===== src/rtl/bpl_pkg.sv =====
// Shared widths, register indexes and controller/datapath interface types.
package bpl_pkg;

	// Default bitmap word width
	localparam int DEF_WORD_BITS = 64;

	// Field widths
	localparam int IN_WORD_W  = 64;
	localparam int IDX_W      = 26;
	localparam int POS_W      = 32;
	localparam int VBC_W      = 33;
	localparam int WCNT_W     = 27;
	localparam int S_TDATA_W  = 96;
	localparam int M_TDATA_W  = 32;

	// Configuration port
	localparam int CFG_ADDR_W = 1;
	localparam int CFG_DATA_W = 33;
	localparam logic [CFG_ADDR_W-1:0] CFG_VALID_BIT_COUNT = 1'b0;
	localparam logic [CFG_ADDR_W-1:0] CFG_WORD_COUNT      = 1'b1;

	// Controller to datapath commands
	typedef struct packed {
		logic load;  // capture input beat
		logic prep;  // compute base position and range check
		logic mask;  // build the qualifying bit mask
		logic pop;   // emit lowest qualifying bit into output register
	} cmd_t;

	// Datapath to controller status
	typedef struct packed {
		logic any;   // qualifying mask being built is nonzero
		logic last;  // lowest pending bit is the only one left
	} status_t;

endpackage


===== src/rtl/bpl_ctrl.sv =====
// Sequencing controller: input handshake, emit loop, output valid.
module bpl_ctrl (
	input  logic              clk,
	input  logic              arst_n,
	input  logic              s_tvalid,
	output logic              s_tready,
	output logic              m_tvalid,
	input  logic              m_tready,
	output bpl_pkg::cmd_t     cmd,
	input  bpl_pkg::status_t  st
);

	localparam logic [1:0] ST_IDLE = 2'd0;
	localparam logic [1:0] ST_PREP = 2'd1;
	localparam logic [1:0] ST_MASK = 2'd2;
	localparam logic [1:0] ST_EMIT = 2'd3;

	logic [1:0] state_q;
	logic [1:0] state_d;
	logic       out_valid_q;
	logic       slot_free;

	assign s_tready  = (state_q == ST_IDLE);
	assign m_tvalid  = out_valid_q;
	assign slot_free = !out_valid_q || m_tready;

	// Commands
	always_comb begin
		cmd      = '0;
		cmd.load = s_tvalid && s_tready;
		cmd.prep = (state_q == ST_PREP);
		cmd.mask = (state_q == ST_MASK);
		cmd.pop  = (state_q == ST_EMIT) && slot_free;
	end

	// Next state
	always_comb begin
		state_d = state_q;
		case (state_q)
			ST_IDLE: begin
				if (s_tvalid) state_d = ST_PREP;
			end
			ST_PREP: begin
				state_d = ST_MASK;
			end
			ST_MASK: begin
				state_d = st.any ? ST_EMIT : ST_IDLE;
			end
			ST_EMIT: begin
				if (cmd.pop && st.last) state_d = ST_IDLE;
			end
			default: begin
				state_d = ST_IDLE;
			end
		endcase
	end

	// State and output valid registers
	always_ff @(posedge clk or negedge arst_n) begin
		if (!arst_n) begin
			state_q     <= ST_IDLE;
			out_valid_q <= 1'b0;
		end else begin
			state_q <= state_d;
			if (cmd.pop)       out_valid_q <= 1'b1;
			else if (m_tready) out_valid_q <= 1'b0;
		end
	end

`ifndef SYNTH
	// The PREP and MASK setup states follow every accepted beat
	a_setup: assert property (@(posedge clk) disable iff (!arst_n)
		(s_tvalid && s_tready) |=> !s_tready ##1 !s_tready)
		else $error("input taken during setup");

	// A popped position always shows up on the output
	a_pop_valid: assert property (@(posedge clk) disable iff (!arst_n)
		cmd.pop |=> m_tvalid)
		else $error("popped position not presented");

	// Empty word returns to idle without emitting
	a_empty: assert property (@(posedge clk) disable iff (!arst_n)
		(state_q == ST_MASK && !st.any) |=> (s_tready && !cmd.pop))
		else $error("empty word did not return to idle");
`endif

endmodule


===== src/rtl/bpl_datapath.sv =====
// Datapath: config registers, base/range calc, qualifying mask, lowest-bit emit.
module bpl_datapath #(
	parameter int WORD_BITS = bpl_pkg::DEF_WORD_BITS
) (
	input  logic                                clk,
	input  logic                                arst_n,
	input  logic                                cfg_we,
	input  logic [bpl_pkg::CFG_ADDR_W-1:0]      cfg_addr,
	input  logic [bpl_pkg::CFG_DATA_W-1:0]      cfg_data,
	input  logic [bpl_pkg::S_TDATA_W-1:0]       s_tdata,
	output logic [bpl_pkg::M_TDATA_W-1:0]       m_tdata,
	output logic                                m_tlast,
	input  bpl_pkg::cmd_t                       cmd,
	output bpl_pkg::status_t                    st
);

	localparam int BIT_W = $clog2(WORD_BITS);
	localparam int CNT_W = $clog2(WORD_BITS + 1);
	localparam int POS_W = bpl_pkg::POS_W;
	localparam int VBC_W = bpl_pkg::VBC_W;
	localparam int IDX_W = bpl_pkg::IDX_W;

	logic [VBC_W-1:0]            vbc_q;
	logic [bpl_pkg::WCNT_W-1:0]  wcnt_q;
	logic [WORD_BITS-1:0]        word_q;
	logic [IDX_W-1:0]            idx_q;
	logic [POS_W-1:0]            base_q;
	logic                        in_range_q;
	logic [WORD_BITS-1:0]        pend_q;
	logic [POS_W-1:0]            pos_q;
	logic                        last_q;

	logic [VBC_W:0]              room;
	logic [CNT_W-1:0]            cnt;
	logic [WORD_BITS-1:0]        thermo;
	logic [WORD_BITS-1:0]        qual;
	logic [WORD_BITS-1:0]        low;
	logic [BIT_W-1:0]            bit_idx;

	// Configuration registers
	always_ff @(posedge clk or negedge arst_n) begin
		if (!arst_n) begin
			vbc_q  <= '0;
			wcnt_q <= '0;
		end else if (cfg_we) begin
			case (cfg_addr)
				bpl_pkg::CFG_VALID_BIT_COUNT: vbc_q  <= cfg_data;
				bpl_pkg::CFG_WORD_COUNT:      wcnt_q <= cfg_data[bpl_pkg::WCNT_W-1:0];
				default: ;
			endcase
		end
	end

	// Positions left below the valid bit count, clamped to the word width
	always_comb begin
		room = {1'b0, vbc_q} - {2'b00, base_q};
		if (room[VBC_W])
			cnt = '0;
		else if (room[VBC_W-1:0] >= VBC_W'(WORD_BITS))
			cnt = CNT_W'(WORD_BITS);
		else
			cnt = room[CNT_W-1:0];
		for (int i = 0; i < WORD_BITS; i++)
			thermo[i] = (CNT_W'(i) < cnt);
		qual = word_q & thermo & {WORD_BITS{in_range_q}};
	end

	// Lowest pending bit and its number
	always_comb begin
		low     = pend_q & (~pend_q + WORD_BITS'(1));
		bit_idx = '0;
		for (int i = 0; i < WORD_BITS; i++)
			if (low[i]) bit_idx = bit_idx | BIT_W'(i);
	end

	assign st.any  = |qual;
	assign st.last = ((pend_q & ~low) == '0);

	// Item registers
	always_ff @(posedge clk) begin
		if (cmd.load) begin
			word_q <= s_tdata[WORD_BITS-1:0];
			idx_q  <= s_tdata[bpl_pkg::IN_WORD_W +: IDX_W];
		end
		if (cmd.prep) begin
			base_q     <= {{(POS_W-IDX_W){1'b0}}, idx_q} * POS_W'(WORD_BITS);
			in_range_q <= ({1'b0, idx_q} < wcnt_q);
		end
		if (cmd.mask)
			pend_q <= qual;
		else if (cmd.pop)
			pend_q <= pend_q & ~low;
	end

	// Output register
	always_ff @(posedge clk) begin
		if (cmd.pop) begin
			pos_q  <= base_q + POS_W'(bit_idx);
			last_q <= st.last;
		end
	end

	assign m_tdata = pos_q;
	assign m_tlast = last_q;

endmodule


===== src/rtl/bitmap_to_position_list_unit.sv =====
// Top level: bitmap word to set-bit position list decoder.
//
// Channel  Dir  Beat content
// s_*      in   tdata = word_bits[63:0], word_index[89:64], zero pad to 96
// m_*      out  tdata = position[31:0]; tlast = last_in_word
// cfg_*    in   index 0 valid_bit_count, 1 word_count; write on cfg_we
//
// One word at a time: after accepting a word the unit steps through PREP and
// MASK, then emits the n positions it yields (none for an empty word) before
// taking the next. The lowest-set-bit finder gives one position a cycle unless the output stalls.
// Reset clears the control state and both config registers to zero.
// A stalled output holds its beat; input is still taken once the emit loop ends.
module bitmap_to_position_list_unit #(
	parameter int WORD_BITS = bpl_pkg::DEF_WORD_BITS
) (
	input  logic                            clk,
	input  logic                            arst_n,
	input  logic                            s_tvalid,
	output logic                            s_tready,
	input  logic [bpl_pkg::S_TDATA_W-1:0]   s_tdata,   // word_bits, word_index, pad
	output logic                            m_tvalid,
	input  logic                            m_tready,
	output logic [bpl_pkg::M_TDATA_W-1:0]   m_tdata,   // position
	output logic                            m_tlast,
	input  logic                            cfg_we,
	input  logic [bpl_pkg::CFG_ADDR_W-1:0]  cfg_addr,
	input  logic [bpl_pkg::CFG_DATA_W-1:0]  cfg_data
);

	bpl_pkg::cmd_t    cmd;
	bpl_pkg::status_t st;

	bpl_ctrl u_ctrl (
		.clk      (clk),
		.arst_n   (arst_n),
		.s_tvalid (s_tvalid),
		.s_tready (s_tready),
		.m_tvalid (m_tvalid),
		.m_tready (m_tready),
		.cmd      (cmd),
		.st       (st)
	);

	bpl_datapath #(
		.WORD_BITS (WORD_BITS)
	) u_dp (
		.clk      (clk),
		.arst_n   (arst_n),
		.cfg_we   (cfg_we),
		.cfg_addr (cfg_addr),
		.cfg_data (cfg_data),
		.s_tdata  (s_tdata),
		.m_tdata  (m_tdata),
		.m_tlast  (m_tlast),
		.cmd      (cmd),
		.st       (st)
	);

endmodule


===== config.mk =====
export PLATFORM = sky130hd
export DESIGN_NAME = bitmap_to_position_list_unit
export DESIGN_NICKNAME = d
export VERILOG_FILES = /design/src/rtl/bpl_pkg.sv /design/src/rtl/bpl_ctrl.sv /design/src/rtl/bpl_datapath.sv /design/src/rtl/bitmap_to_position_list_unit.sv
export SDC_FILE = /design/constraint.sdc
export NUM_CORES = 1
export LEC_CHECK = 0
export BUFFER_PORTS_ARGS = -buffer_cell sky130_fd_sc_hd__buf_4
export CORE_MARGIN = 10
export CORE_UTILIZATION = 30
export CTS_BUF_LIST = sky130_fd_sc_hd__clkbuf_4 sky130_fd_sc_hd__clkbuf_8
export DETAILED_ROUTE_END_ITERATION = 10
export MAX_ROUTING_LAYER = met4
export SYNTH_ARGS = -nofsm -noshare
export SYNTH_HDL_FRONTEND = slang
export SYNTH_SLANG_ARGS = --single-unit

===== constraint.sdc =====
create_clock -name clk -period 6.2 [get_ports clk]
set_clock_uncertainty 0.15 [all_clocks]
set_input_delay 0.31 -clock clk [delete_from_list [all_inputs] [get_ports clk]]
set_output_delay 0.31 -clock clk [all_outputs]
set_load 0.02 [all_outputs]

* Yosys cells after proc, flatten, opt, wreduce, memory -nomap -nowiden *
Index checks and enable logic that the tools add are counted.

cells by class
  multiplexer cells = 82
  $add $sub $neg = 3
  eq/ne operators = 7
  bitwise gates (word level) = 6
  $lt $le $gt $ge = 66
  reductions and logical operators = 13

operator list
  operator                                                            count
  AND 64 bit                                                          4
  < comparator 6 x 7 -> 1 bit, first input constant                   32
  two-way mux 6 bit                                                   32
  two-way mux 64 bit                                                  3
  NOT 64 bit                                                          2
  < comparator 5 x 7 -> 1 bit, first input constant                   16
  two-way mux 5 bit                                                   16
  two-way mux 33 bit                                                  2
  adder 64 x 1 -> 64 bit, second input constant                       1
  logical NOT 64 bit                                                  1
  OR reduction 64 bit                                                 1
  < comparator 4 x 7 -> 1 bit, first input constant                   8
  two-way mux 27 bit                                                  2
  subtractor 33 x 32 -> 34 bit                                        1
  greater-or-equal comparator 33 x 7 -> 1 bit, second input constant  1
  adder 32 x 6 -> 32 bit                                              1
  two-way mux 4 bit                                                   8
  < comparator 3 x 7 -> 1 bit, first input constant                   4
  < comparator 26 x 27 -> 1 bit                                       1
  two-way mux 7 bit                                                   3
  < comparator 1 x 7 -> 1 bit, first input constant                   2
  < comparator 2 x 7 -> 1 bit, first input constant                   2
  two-way mux 2 bit                                                   7
  two-way mux 3 bit                                                   4
  other kinds (12)                                                    23

word-level totals
  word-level logic and storage cells = 188
  output and inout port bits = 35
  register bits = 277
  bits of input ports = 135

* Longest topological paths before layout *
  depth after elaboration = 67
  gate-level depth with buffers = 20
  depth with buffers taken out = 17

* By module *
From an unflattened synthesis, not the netlist that was laid out.

unflattened totals
  cells, all modules = 1,418
  area total of the unflattened synthesis = 15,198.3 um^2

by module, submodules not included
  module        seq. area each (um^2)  cells each  times used  area an instance (um^2)
  bpl_datapath  7,927.6                1,402       1           15,046.9
  bpl_ctrl      75.1                   16          1           151.4

* Least setup slack after synthesis *
OpenSTA, ideal clock, no wires.

  kind = reg2reg
  start point = reg u_dp.vbc_q[6]
  end point = reg u_ctrl.state_q[1]
  setup time = 237 ps
  period minus slack after synthesis = 5,238 ps
  data required time = 5,813 ps
  setup slack = 962 ps
  data arrival time = 4,851 ps
  path buffers = 3
  stages on the path, launching flop included = 21
  cells stage by stage = dfrtp_1 -> inv_1 -> ha_1 -> inv_1 -> fa_1 -> a211oi_2 -> o21ai_2 -> o31ai_1 -> a21oi_1 -> or4_1 -> a2111oi_2 -> or4b_1 -> buf_2 -> or2_1 -> buf_2 -> buf_2 -> o21ai_0 -> a31oi_1 -> or4b_1 -> nor4_2 -> a221oi_1

on the way
  longest elaborated chain between the ends = 11
  elaborated cells between the ends (all ways) = 74
  those cells by class = add/sub: 1; order compare: 65; mux: 5; bitwise: 2; reduce/logical: 1

RTL lines
  what                                                 RTL line            source
  from (decl)                                          bpl_datapath.sv:23  logic [VBC_W-1:0] vbc_q;
  from (signal assigned)                               bpl_datapath.sv:47  bpl_pkg::CFG_VALID_BIT_COUNT: vbc_q <= cfg_data;
  subtractor 33 x 32 -> 34 bit (*)                     bpl_datapath.sv:56  room = {1'b0, vbc_q} - {2'b00, base_q};
  greater-or-equal comparator 33 x 7 -> 1 bit          bpl_datapath.sv:59  else if (room[VBC_W-1:0] >= VBC_W'(WORD_BITS))
  two-way mux 7 bit                                    bpl_datapath.sv:59
  two-way mux 7 bit                                    bpl_datapath.sv:57  if (room[VBC_W])
  two-way mux 7 bit (*)                                bpl_datapath.sv:57
  < comparator 1 x 7 -> 1 bit (tied with other cells)  bpl_datapath.sv:64  thermo[i] = (CNT_W'(i) < cnt);
  AND 64 bit (*) (2 in series)                         bpl_datapath.sv:65  qual = word_q & thermo & {WORD_BITS{in_range_q}};
  OR reduction 64 bit (*)                              bpl_datapath.sv:76  assign st.any = |qual;
  two-way mux 2 bit (*)                                bpl_ctrl.sv:47      state_d = st.any ? ST_EMIT : ST_IDLE;
  one-hot mux 2 bit (4 select lines) (*)               bpl_ctrl.sv:39      case (state_q)
  to (signal assigned)                                 bpl_ctrl.sv:64      state_q <= state_d;
  to (decl)                                            bpl_ctrl.sv:18      logic [1:0] state_q;

Mark *: on every way between the ends. The rest lies on a longest branch, timed or not. The select of a mux whose other input is x is not followed.
A chain may end at the register's enable or synchronous reset.

* Final worst setup path *
  start point = reg u_dp.base_q[9]
  end point = reg u_ctrl.state_q[1]

on the way
  longest elaborated chain between the ends = 11
  elaborated cells between the ends (all ways) = 74
  those cells by class = add/sub: 1; order compare: 65; mux: 5; bitwise: 2; reduce/logical: 1

RTL lines
  what                                                 RTL line            source
  from (decl)                                          bpl_datapath.sv:27  logic [POS_W-1:0] base_q;
  from (signal assigned)                               bpl_datapath.sv:86  base_q <= {{(POS_W-IDX_W){1'b0}}, idx_q} * POS_W'(WORD_BITS);
  subtractor 33 x 32 -> 34 bit (*)                     bpl_datapath.sv:56
  greater-or-equal comparator 33 x 7 -> 1 bit          bpl_datapath.sv:59
  two-way mux 7 bit                                    bpl_datapath.sv:59
  two-way mux 7 bit                                    bpl_datapath.sv:57
  two-way mux 7 bit (*)                                bpl_datapath.sv:57
  < comparator 1 x 7 -> 1 bit (tied with other cells)  bpl_datapath.sv:64
  AND 64 bit (*) (2 in series)                         bpl_datapath.sv:65
  OR reduction 64 bit (*)                              bpl_datapath.sv:76
  two-way mux 2 bit (*)                                bpl_ctrl.sv:47
  one-hot mux 2 bit (4 select lines) (*)               bpl_ctrl.sv:39

Marked as above.

==> out/results.ini <==
[status]
status = complete, no violations

[critical_path]
critPathArrivalTime_ns = 6.07
worst_setup_path_end_kind = flip-flop
r2r_start = u_dp.base_q[9]$_DFFE_PN_
reg2reg_depth = 16
crit_fanout = 15
r2r_end = u_ctrl.state_q[1]$_DFFE_PN0P_
crit_type = reg2reg
crit_start = u_dp.base_q[9]$_DFFE_PN_
required_ns = 6.52
worstSetupStartpointType = flip-flop
rrSetupSlack_ns = 0.45

[sta]
finalMaxSlewViolations = 0
rsz0062_at_grt = false
worst_pin_slew_ns = 0.974
max_freq_ghz = 0.174
tns_ns = 0
relSlewSlack_pct = 35.0
finalSetupViolCount = 0
hold_viol = 0
fin_crit_ns = 5.75
finalCritPeriodShare_pct = 92.7

[synth]
synth_mux_area_share_pct = 4.57
yosys_register_bits = 277
syn-cell-area_um2 = 15200
synth_top_family_by_area = compound AO/OA/AOI/OAI gates
yosys.area.top_type_share_pct = 42.2
yosysSeqAreaShare_pct = 52.6
synth_warnings = 0
synth_cells = 1419
synth_xor_area_share_pct = 0.460
yosys.area_share.simple_pct = 17.0
synth_cell_type_count = 90
yosysTopAreaCell = edfxtp_1
synth_edf_count = 214
yosys-top-cells-count = 214 x edfxtp_1, 124 x nand2_1, 99 x o21ai_0, 84 x nor2_1, 79 x inv_1
synth-adder-area-share_pct = 4.85
avgSynthCellArea_um2 = 10.7
synth_nets = 1606
yosysMostFrequentCell = edfxtp_1
synth.top_cells.by_area = edfxtp_1 42%, dfrtp_1 10%, mux2_2 4.4%
synth_flop_cell = edfxtp_1
async_flop_share_pct = 22.7
synth_compound_area_share_pct = 17.2

[route]
via_per_inst = 5.36
drc = 0
wl_per_cell_um = 21.6
wirelength_um = 53000
drtPass1Iterations = 5
vias = 13127
drtAntennaViolNets = 0
drt-initial-drc-count = 1063

[floorplanning]
io_pins = 170
fp.dieW_um = 245
start_util_pct = 30.3
rows = 82
fp.dieH_um = 245
core_area_um2 = 50200
dieArea_um2 = 60200

[worst_hold_path]
hold_path_class = in2reg
holdCritStartpoint = m_tready
hold-path-endpoint = u_ctrl.state_q[0]$_DFFE_PN0P_
min_path_cells = 4

[pwr]
intPower_mw = 3.53
p_per_area_nw_per_um2 = 250
pwr-share-clk_pct = 38.1
p_leak_nw = 7.55
p_sw_share_pct = 27.9
max-vdd-ir-drop_v = 0.000197
power_switching_mw = 1.37
power_frac_seq_pct = 44.6
comb_power_share_pct = 17.3

[place]
post-dp-hpwl_um = 39000
dp_cells = 2224
place_congestion = 0.924
io_buffers = 163

[finish]
areaGrowthSynthToFinish_pct = 28.9
fin_nets = 1916
drive_gt1_share_pct = 20.7
instances_no_fill = 2451

[clock_network]
clk_path_buf_depth = 3
cts.sinks = 277
cts_buffers = 51
path_clk_slew_ns = 0.06
cts_root_buf = clkbuf_8
htree_levels = 2
cts_tree = yes
clock_latency_ns = 0.63

[grt]
grt_pass1_wl_um = 80100
grt_max_degree = 68
first_global_vias = 13163
gr-total-overflow = 0
gr-usage-all-layers_pct = 17.7
antenna_found_initial = 8

[job]
drv_cap = 0

## cell usage in the layout (no fill, tap or decap), types with 10 or more instances in the layout
master | synthesis | layout
clkbuf_8 | 0 | 54
mux2_2 | 60 | 60
nand4_1 | 19 | 19
buf_4 | 0 | 189
inv_1 | 79 | 79
a211oi_1 | 10 | 10
nand2_1 | 124 | 124
nor2_1 | 84 | 84
and3_1 | 15 | 15
dfrtp_1 | 63 | 63
or2_2 | 11 | 10
and2_1 | 14 | 13
nor4_1 | 15 | 15
o31ai_1 | 40 | 40
o22ai_1 | 18 | 18
a21o_1 | 19 | 19
nor3_1 | 37 | 37
a21oi_1 | 74 | 74
o21ai_0 | 99 | 99
dlygate4sd3_1 | 0 | 124
o211ai_1 | 17 | 17
nand3_1 | 52 | 52
clkbuf_4 | 0 | 15
edfxtp_1 | 214 | 214
a31oi_1 | 14 | 14
or3_1 | 27 | 27
ha_1 | 51 | 51
nand2b_1 | 22 | 21
clkinv_1 | 0 | 11
## power groups by stage
| stage | sequential [mW] | combinational [mW] | clock (mW) |
|---|---|---|---|
| after detailed placement | 2.22 | 0.770 | 0 |
| after global routing | 2.20 | 0.926 | 2.01 |
| final | 2.19 | 0.846 | 1.87 |
| after global placement | 2.22 | 0.757 | 0 |
| after floorplan | 2.19 | 0.498 | 0 |
| after CTS | 2.18 | 0.839 | 1.92 |
## layout make-up
type                            count  area (µm²)
Clock inverter                     25         220
Timing Repair Buffer              313        2660
Inverter                           79         297
Multi-Input combinational cell   1007        6720
Tap cell                          672         841
Fill cell                        4861       30500
Antenna cell                        9        22.5
Clock buffer                       69         856
Sequential cell                   277        8000
## metrics by stage
| stage | total power [mW] | hold WS, ns | instance area, µm² | setup WS (ns) | util, % |
|---|---|---|---|---|---|
| floorplan | 2.69 | -0.136 | 15200 | 0.962 | - |
| global placement | 2.98 | 0.282 | 17300 | 0.490 | 34.4 |
| detailed placement | 2.99 | 0.285 | 17300 | 0.451 | 34.4 |
| CTS | 4.94 | 0.0669 | 19600 | 0.473 | 39.1 |
| global route | 5.13 | 0.0912 | 19600 | 0.0721 | 39.1 |
| finish | 4.90 | 0.160 | 19600 | 0.450 | 39.1 |
## worst max path at each step
stage / slack [ns] / end
after CTS: 0.47 / u_ctrl.state_q[1]$_DFFE_PN0P_
after detailed placement: 0.45 / u_ctrl.state_q[1]$_DFFE_PN0P_
final: 0.45 / u_ctrl.state_q[1]$_DFFE_PN0P_
after floorplan: 0.96 / u_ctrl.state_q[1]$_DFFE_PN0P_
after global routing: 0.07 / u_ctrl.state_q[1]$_DFFE_PN0P_
after global placement: 0.49 / u_ctrl.state_q[1]$_DFFE_PN0P_
## timing repair
item	CTS	global route
hold buffers	124	0
hold endpoints to repair	213	0
setup buffers	0	0
endpoints found under the setup margin	0	0
resized for setup	0	0
## flip-flops by register name, indices dropped and copies added, names as in the netlist
| signal | count |
|---|---|
| u_dp.pend_q | 64 |
| u_dp.word_q | 64 |
| u_dp.vbc_q | 33 |
| u_dp.m_tdata | 32 |
| u_dp.wcnt_q | 27 |
| u_dp.base_q | 26 |
| u_dp.idx_q | 26 |
| u_ctrl.state_q | 2 |
| u_ctrl.m_tvalid | 1 |
| u_dp.in_range_q | 1 |
| u_dp.m_tlast | 1 |
## logic make-up after synthesis
logic type                 count (synthesis)
muxes                                     62
DFF                                      277
and+or+nand+nor                          485
AOI/OAI and AO/OA                        392
adders and majority gates                 60
xor gates and xnor gates                   8
buffers and inverters                    135
## per-layer routing
metal	vias up	share of wire [%]	GRT usage, %
li1	6120	-	-
met1	6374	42	22.0
met3	104	6.4	2.70
met2	529	48	28.7
met4	0	3.4	6.59
met5	-	0	-
## worst max-delay path: stages, from the launching register on
cell       delay, ns
edfxtp_1        0.36
inv_1           0.06
ha_1            0.41
a21o_1          0.22
a21oi_1         0.28
a21oi_1         0.28
or3_1           0.41
a2111o_1        0.44
a2111oi_0       0.57
and2_1          0.38
nand2_1         0.42
buf_4           0.33
o31ai_1         0.48
and4_1          0.27
a21oi_1         0.10
nor4b_1         0.33
a221oi_1        0.11
Note: power is estimated with default switching activity, not from simulation.
